[src/hw/rtl/nmns_pkg.sv]
package nmns_pkg;

   localparam int MAX_ENTRIES = 1024;
   localparam int COORD_BITS  = 16;
   localparam int ID_BITS     = 32;
   localparam int IDX_BITS    = $clog2(MAX_ENTRIES);
   localparam int CNT_BITS    = $clog2(MAX_ENTRIES + 1);
   localparam int DIST_BITS   = COORD_BITS + 2;

   typedef enum logic [1:0] {
      FUNC_CLEAR  = 2'd0,
      FUNC_APPEND = 2'd1,
      FUNC_QUERY  = 2'd2
   } func_type;

   typedef enum logic [1:0] {
      ST_IDLE,
      ST_SCAN,
      ST_DRAIN,
      ST_FINISH
   } state_type;

   typedef struct packed {
      logic [ID_BITS-1:0]           id;
      logic signed [COORD_BITS-1:0] x;
      logic signed [COORD_BITS-1:0] y;
   } entry_type;

   typedef struct packed {
      logic clear;
      logic append;
      logic start;
      logic issue;
      logic load_out;
   } cmd_type;

   typedef struct packed {
      logic issue_done;
      logic pipe_empty;
      logic out_full;
   } status_type;

   function automatic logic [COORD_BITS:0] abs_diff(
      input logic signed [COORD_BITS-1:0] a,
      input logic signed [COORD_BITS-1:0] b
   );
      logic signed [COORD_BITS:0] d;
      d = {a[COORD_BITS-1], a} - {b[COORD_BITS-1], b};
      if (d[COORD_BITS]) begin
         return (COORD_BITS + 1)'(-d);
      end
      return d;
   endfunction

endpackage

[src/hw/rtl/nmns_ctrl.sv]
module nmns_ctrl (
   input  logic                 clock,
   input  logic                 reset,
   input  logic                 req_valid,
   output logic                 req_ready,
   input  logic [1:0]           req_func,
   input  nmns_pkg::status_type status,
   output nmns_pkg::cmd_type    cmd
);

   nmns_pkg::state_type state_ff, state_in;
   nmns_pkg::func_type  func;
   logic                accept;

   assign func   = nmns_pkg::func_type'(req_func);
   assign accept = req_valid && req_ready;

   always_comb begin
      state_in = state_ff;
      unique case (state_ff)
         nmns_pkg::ST_IDLE: begin
            if (accept && (func == nmns_pkg::FUNC_QUERY)) begin
               state_in = nmns_pkg::ST_SCAN;
            end
         end
         nmns_pkg::ST_SCAN: begin
            if (status.issue_done) begin
               state_in = nmns_pkg::ST_DRAIN;
            end
         end
         nmns_pkg::ST_DRAIN: begin
            if (status.pipe_empty) begin
               state_in = nmns_pkg::ST_FINISH;
            end
         end
         nmns_pkg::ST_FINISH: begin
            if (!status.out_full) begin
               state_in = nmns_pkg::ST_IDLE;
            end
         end
         default: state_in = nmns_pkg::ST_IDLE;
      endcase
   end

   always_comb begin
      req_ready = 1'b0;
      cmd       = '0;
      unique case (state_ff)
         nmns_pkg::ST_IDLE: begin
            req_ready  = 1'b1;
            cmd.clear  = accept && (func == nmns_pkg::FUNC_CLEAR);
            cmd.append = accept && (func == nmns_pkg::FUNC_APPEND);
            cmd.start  = accept && (func == nmns_pkg::FUNC_QUERY);
         end
         nmns_pkg::ST_SCAN: begin
            cmd.issue = !status.issue_done;
         end
         nmns_pkg::ST_DRAIN: begin
         end
         nmns_pkg::ST_FINISH: begin
            cmd.load_out = !status.out_full;
         end
         default: begin
         end
      endcase
   end

   always_ff @(posedge clock) begin
      if (reset) begin
         state_ff <= nmns_pkg::ST_IDLE;
      end else begin
         state_ff <= state_in;
      end
   end

endmodule

[config.mk]
export PLATFORM = sky130hd
export DESIGN_NAME = nmns_ctrl
export DESIGN_NICKNAME = d
export VERILOG_FILES = /design/src/hw/rtl/nmns_pkg.sv /design/src/hw/rtl/nmns_ctrl.sv
export SDC_FILE = /design/constraint.sdc
export NUM_CORES = 1
export LEC_CHECK = 0
export BUFFER_PORTS_ARGS = -buffer_cell sky130_fd_sc_hd__buf_2
export CAP_MARGIN = 10
export CORE_AREA = 2 2 39 41
export CTS_CLUSTER_DIAMETER = 60
export DETAILED_ROUTE_END_ITERATION = 8
export DIE_AREA = 0 0 41 43
export PLACE_DENSITY = 0.4
export SYNTH_ARGS = -nofsm -noshare
export SYNTH_HDL_FRONTEND = slang
export SYNTH_SLANG_ARGS = --single-unit
[constraint.sdc]
create_clock -name clock -period 2.5 [get_ports clock]
set_input_delay 0.25 -clock clock [delete_from_list [all_inputs] [get_ports clock]]
set_output_delay 0.25 -clock clock [all_outputs]
set_load 0.05 [all_outputs]
==> results of run 1 <==
area by class of cell:
type	count	area [µm²]	area share [%]
multi-input cells	21	205	56.9
repair buffers	13	65.1	18.1
flip-flops and latches	2	40.0	11.1
clock buffers	3	22.5	6.25
well taps	16	20.0	5.56
inverters	2	7.51	2.08
where the power goes:
part	leakage (nW)	internal [mW]	total [mW]	switching (mW)
combinational	0.148	0.0775	0.213	0.135
clock	0.0138	0.0528	0.0693	0.0165
sequential	0.0164	0.0438	0.0564	0.0126
Yosys cell counts (2+ instances only):
library cell / n / area (µm²)
dfxtp_1: 2 / 40.0
ha_1: 5 / 62.6
inv_1: 2 / 7.51
mux2i_1: 2 / 20.0
nand2b_1: 3 / 18.8
nor2b_1: 3 / 18.8
nor3b_1: 2 / 15.0
worst max-delay path: cells and delay by family, from the launching register on:
kind | cells | cell delay [ps]
buf+inv | 2 | 400
simple gates | 2 | 310
fa+ha+maj | 1 | 230
flops | 1 | 330
kinds of logic (layout without fill, tap and decap cells):
family	after synthesis	after routing	share of synthesized area, %
buffers and inverters	2	18	2.97
AND/OR/NAND/NOR	12	12	34.7
flip-flops	2	2	15.8
multiplexers	2	2	7.92
AO/OA/AOI/OAI	2	2	13.9
adder cells (fa/ha/maj)	5	5	24.8
through the flow:
stage          power, mW  setup WS, ps
3_5_place_dp       0.271           996
6_report           0.338           767
4_1_cts            0.346           746
2_1_floorplan      0.233         -63.8
5_1_grt            0.368           604
3_3_place_gp       0.269          1020
path summary, 6_finish.rpt:
check	from	end	slack (ps)	cells after the start
worst max register to register	state_ff[0]	state_ff[1]	1010	5
worst max-delay path	state_ff[0]	cmd[3]	770	5
worst min register to register	state_ff[0]	state_ff[0]	520	2
worst min-delay path	reset	state_ff[0]	340	3
per-layer routing:
layer	GRT usage (%)	wire [µm]	vias up
li1	-	-	118
met1	6.07	195	88
met5	0	0	-
met4	4.00	0	0
met3	1.57	64	0
met2	9.06	191	12
placed cells by master (no fill, tap or decap), types with 2 or more instances in the layout:
cell type / Yosys / layout
nand2b_1: 3 / 3
buf_2: 0 / 13
ha_1: 5 / 5
dfxtp_1: 2 / 2
nor2b_1: 3 / 3
inv_1: 2 / 2
nor3b_1: 2 / 2
clkbuf_4: 0 / 3
mux2i_1: 2 / 2
==> summary.md, run 1 <==
| Metric | Value |
|---|---|
| # clock sinks | `2` |
| Antenna Nets Post-Route | `0` |
| # resized after CTS | `0` |
| Layout Nets | `56` |
| Final WL | `451 µm` |
| Critical-path maximum fanout | `4` |
| Clock Pin Slew Worst Setup and Hold Paths | `about 30 ps` |
| Share of cells above drive strength 1 | `around 44%` |
| Postcts setup bufs | `0` |
| Total Neg Setup Slack | `0 ps` |
| Maximum Capacitance Violations | `0` |
| I/O pins | `14` |
| Top_reg_cell synth | `dfxtp_1` |
| Clock root buffer | `clkbuf_4` |
| Ys async rst share | `0%` |
| Register area share after synthesis | `about 16%` |
| Mapped Cells | `25` |
| Dpl hpwl | `378 µm` |
| Post-synth cell types | `13` |
| Startpoint Class | `flip-flop` |
| Final hold violations | `0` |
| FILL cells | `148` |
| RSZ-0062 raised after global routing | `false` |
| Core area | `1380 µm²` |
| CP max-delay cell | `dfxtp_1` |
| Wire per inst | `7.91 µm` |
| Clk buf depth | `2` |
| Die ar. | `around 1800 µm²` |
| Diode count | `0` |
| Initial antenna violation count | `0` |
| Fin util | `26.0%` |
| Placed Instances | `54` |
| Peak supply drop | `0.000358 V` |
| Port Buffers | `13` |
| Via count of the first global-routing pass | `about 190` |
| Max FFs per register | `2` |
| Skew-Pair Late Insertion Delay | `220 ps` |
| Run status | `completed` |
| Iteration-0 DRC Markers | `1` |
| PD cells | `939 nW/µm²` |
| Critical path cell sequence | `inv_1 > ha_1 > nand2_1 > nor3b_1 > buf_2` |
| CTS tree | `built` |
| FF+latch count, synth | `2` |
| P_leak | `0.179 nW` |
| Hold crit path type | `primary input to flip-flop` |
| Hold Slack | `343 ps` |
| Slew Viols, Final | `0` |
| Rows | `14` |
| Reg with most FFs | `state_ff` |
| Drt first pass iters | `2` |
| H-tree Lvls | `1` |
| Relative slew margins | `77.8%` |
| Layout Cells excl Fill | `between 50 and 60` |
| Width of the die | `41 µm` |
| Synthesized area | `253 µm²` |
| Skew final | `1.21 ps` |
| Ys Warns | `0` |
| Largest net degree at the start of global routing | `5` |
| F_max | `577 MHz` |
| DRC violations left | `0` |
| Crit-path max cell delay | `330 ps` |
| GP Congestion | `0.658` |
| Total GRT Usage | `about 5.7%` |
| Avg Synthesized Cell Area | `10.1 µm²` |
| EDFF count, synth | `0` |
| Drt via density | `roughly 3.8` |
| Crit. End Element | `output port` |
| Worst-Margin Slew | `334 ps` |
| Post-CTS Hold Buffers | `0` |
| Min cycle time layout | `1730 ps` |
| CP required | `2250 ps` |
| Final cycle utilization of the critical path | `between 60 and 70%` |
| First-pass GRT wire length | `655 µm` |
| Final setup viols | `0` |
| Starting density of the core | `a little under a fifth` |
| Die span in y | `43 µm` |
| Crit Path Class | `flip-flop to output port` |
| Post-synthesis net count | `38` |
| CTS buffer count | `3` |
| Placed inst area | `between 300 and 400 µm²` |
| Design area | `between 300 and 400 µm²` |
| Routed via count | `218` |
| Critical path data arrival time | `1480 ps` |
| Area grow syn2layout | `42.6%` |
| Top Registers | `state_ff: 2 flops` |
| GR Overflow Total | `0` |
Power figures use the tool's default switching activity.
==> inputs of run 2 (changes only) <==
clock period = 1.6 ns   (was 2.5 ns; I/O delays follow)
==> run 2 against run 1 <==
Net effect: critical path type unchanged; first-iteration DRC count grew to 3.0 times the previous value; non-clock buffer count unchanged; cell count unchanged; clock power grew 56%; total power rose by 79%.
==> summary.md, run 2 (synthesis results as in run 1) <==
| Metric | Value |
|---|---|
| CTS buffer count | `3` |
| Top Registers | `state_ff: 2 flops` |
| Crit Path Class | `flip-flop to output port` |
| Design area | `424 µm²` |
| H-tree Lvls | `1` |
| Reg with most FFs | `state_ff` |
| Skew final | `1.78 ps` |
| Worst-Margin Slew | `341 ps` |
| Critical path cell sequence | `inv_2 > ha_4 > nand2_2 > nor3b_4 > buf_6` |
| GP Congestion | `about 0.71` |
| Final WL | `roughly 600 µm` |
| Width of the die | `41 µm` |
| Drt first pass iters | `2` |
| First-pass GRT wire length | `about 900 µm` |
| Share of cells above drive strength 1 | `63.4%` |
| Die span in y | `around 43 µm` |
| GR Overflow Total | `0` |
| Maximum Capacitance Violations | `0` |
| Largest net degree at the start of global routing | `5` |
| Tot Pwr | `just over 0.6 mW` |
| Critical path data arrival time | `1340 ps` |
| Routed via count | `between 200 and 250` |
| Clock Pin Slew Worst Setup and Hold Paths | `around 30 ps` |
| CP max-delay cell | `dfxtp_1` |
| Placed inst area | `approximately 400 µm²` |
| Initial antenna violation count | `0` |
| Wire per inst | `10.4 µm` |
| Postcts setup bufs | `0` |
| Peak supply drop | `0.000516 V` |
| DRC violations left | `0` |
| F_max | `665 MHz` |
| Startpoint Class | `flip-flop` |
| Run status | `completed` |
| Max FFs per register | `2` |
| Slew Viols, Final | `0` |
| Final hold violations | `0` |
| Relative slew margins | `77.3%` |
| RSZ-0062 raised after global routing | `false` |
| Skew-Pair Late Insertion Delay | `220 ps` |
| PD cells | `1430 nW/µm²` |
| CTS tree | `built` |
| Clock root buffer | `clkbuf_4` |
| # clock sinks | `2` |
| Layout Nets | `56` |
| Min cycle time layout | `1500 ps` |
| Hold crit path type | `primary input to flip-flop` |
| Layout Cells excl Fill | `57` |
| Total GRT Usage | `around 8%` |
| I/O pins | `14` |
| Crit-path max cell delay | `340 ps` |
| CP required | `1440 ps` |
| Antenna Nets Post-Route | `0` |
| Total Neg Setup Slack | `0 ps` |
| Rows | `14` |
| Clk buf depth | `2` |
| P_leak | `0.195 nW` |
| Critical-path maximum fanout | `4` |
| Multi-input logic area | `roughly 260 µm²` |
| Iteration-0 DRC Markers | `3` |
| Commonest non-fill, non-tap cell in the layout | `buf_2` |
| Drt via density | `3.95` |
| Area grow syn2layout | `67.8%` |
| Crit. End Element | `output port` |
| Final cycle utilization of the critical path | `94.0%` |
| Core area | `between 1000 and 1500 µm²` |
| Starting density of the core | `18.3%` |
| Most frequent cells in the layout | `buf_2 (11), ha_1 (4), nand2b_1 (3), clkbuf_4 (3)` |
| Via count of the first global-routing pass | `about 240` |
| Final setup viols | `0` |
| Diode count | `0` |
| Port Buffers | `13` |
| FILL cells | `146` |
| Reg area | `40.0 µm²` |
| Die ar. | `1760 µm²` |
| Placed Instances | `54` |
-- run 2: critical path, delay by kind of cell (launching register included) --
family / cells / cell delay (ps)
buffers and inverters: 2 / 290
adders and majority gates: 1 / 170
and+or+nand+nor: 2 / 330
DFF: 1 / 340
-- run 2: area by class of cell --
cell class              instances  area share [%]
clock buffers                   3            5.31
inverters                       2            1.77
multi-input cells              21            60.5
flip-flops and latches          2            9.44
well taps                      16            4.72
repair buffers                 13            18.3
-- run 2: what timing repair did --
item	CTS	global route
endpoints found under the setup margin	2	5
gates resized for setup	3	3
hold buffers	0	0
hold endpoints to repair	0	0
pin swaps	0	1
-- run 2: worst paths after layout --
check | to | depth (start not counted) | startpoint | slack, ps
max | cmd[2] | 5 | state_ff[0] | 100
min | state_ff[0] | 3 | reset | 250
max reg2reg | state_ff[0] | 5 | state_ff[1] | 140
min reg2reg | state_ff[0] | 2 | state_ff[0] | 530
-- run 2: power breakdown --
group	switching (mW)	leakage (nW)	internal, mW
Sequential	0.0224	0.0164	0.0684
Combinational	0.248	0.165	0.160
Clock	0.0253	0.0138	0.0824
Total	0.296	0.195	0.311
-- run 2: stage by stage --
stage / util [%] / hold WS [ps] / setup WS (ps)
6_report: 30.7 / 249 / 95.7
5_1_grt: 30.7 / 248 / 26.0
3_5_place_dp: 28.1 / 477 / 50.8
4_1_cts: 30.4 / 241 / 17.6
2_1_floorplan: - / 340 / 59.4
3_3_place_gp: 28.1 / 481 / 111
-- run 2: routing by layer --
| layer | track usage (%) | up-vias | wire [µm] | share of wire, % |
|---|---|---|---|---|
| li1 | - | 120 | - | - |
| met1 | 7.37 | 96 | 216 | 36 |
| met2 | 12.2 | 9 | 319 | 54 |
| met3 | 4.71 | 0 | 58 | 9.8 |
| met4 | 6.00 | 0 | 0 | 0 |
| met5 | 0 | - | 0 | 0 |
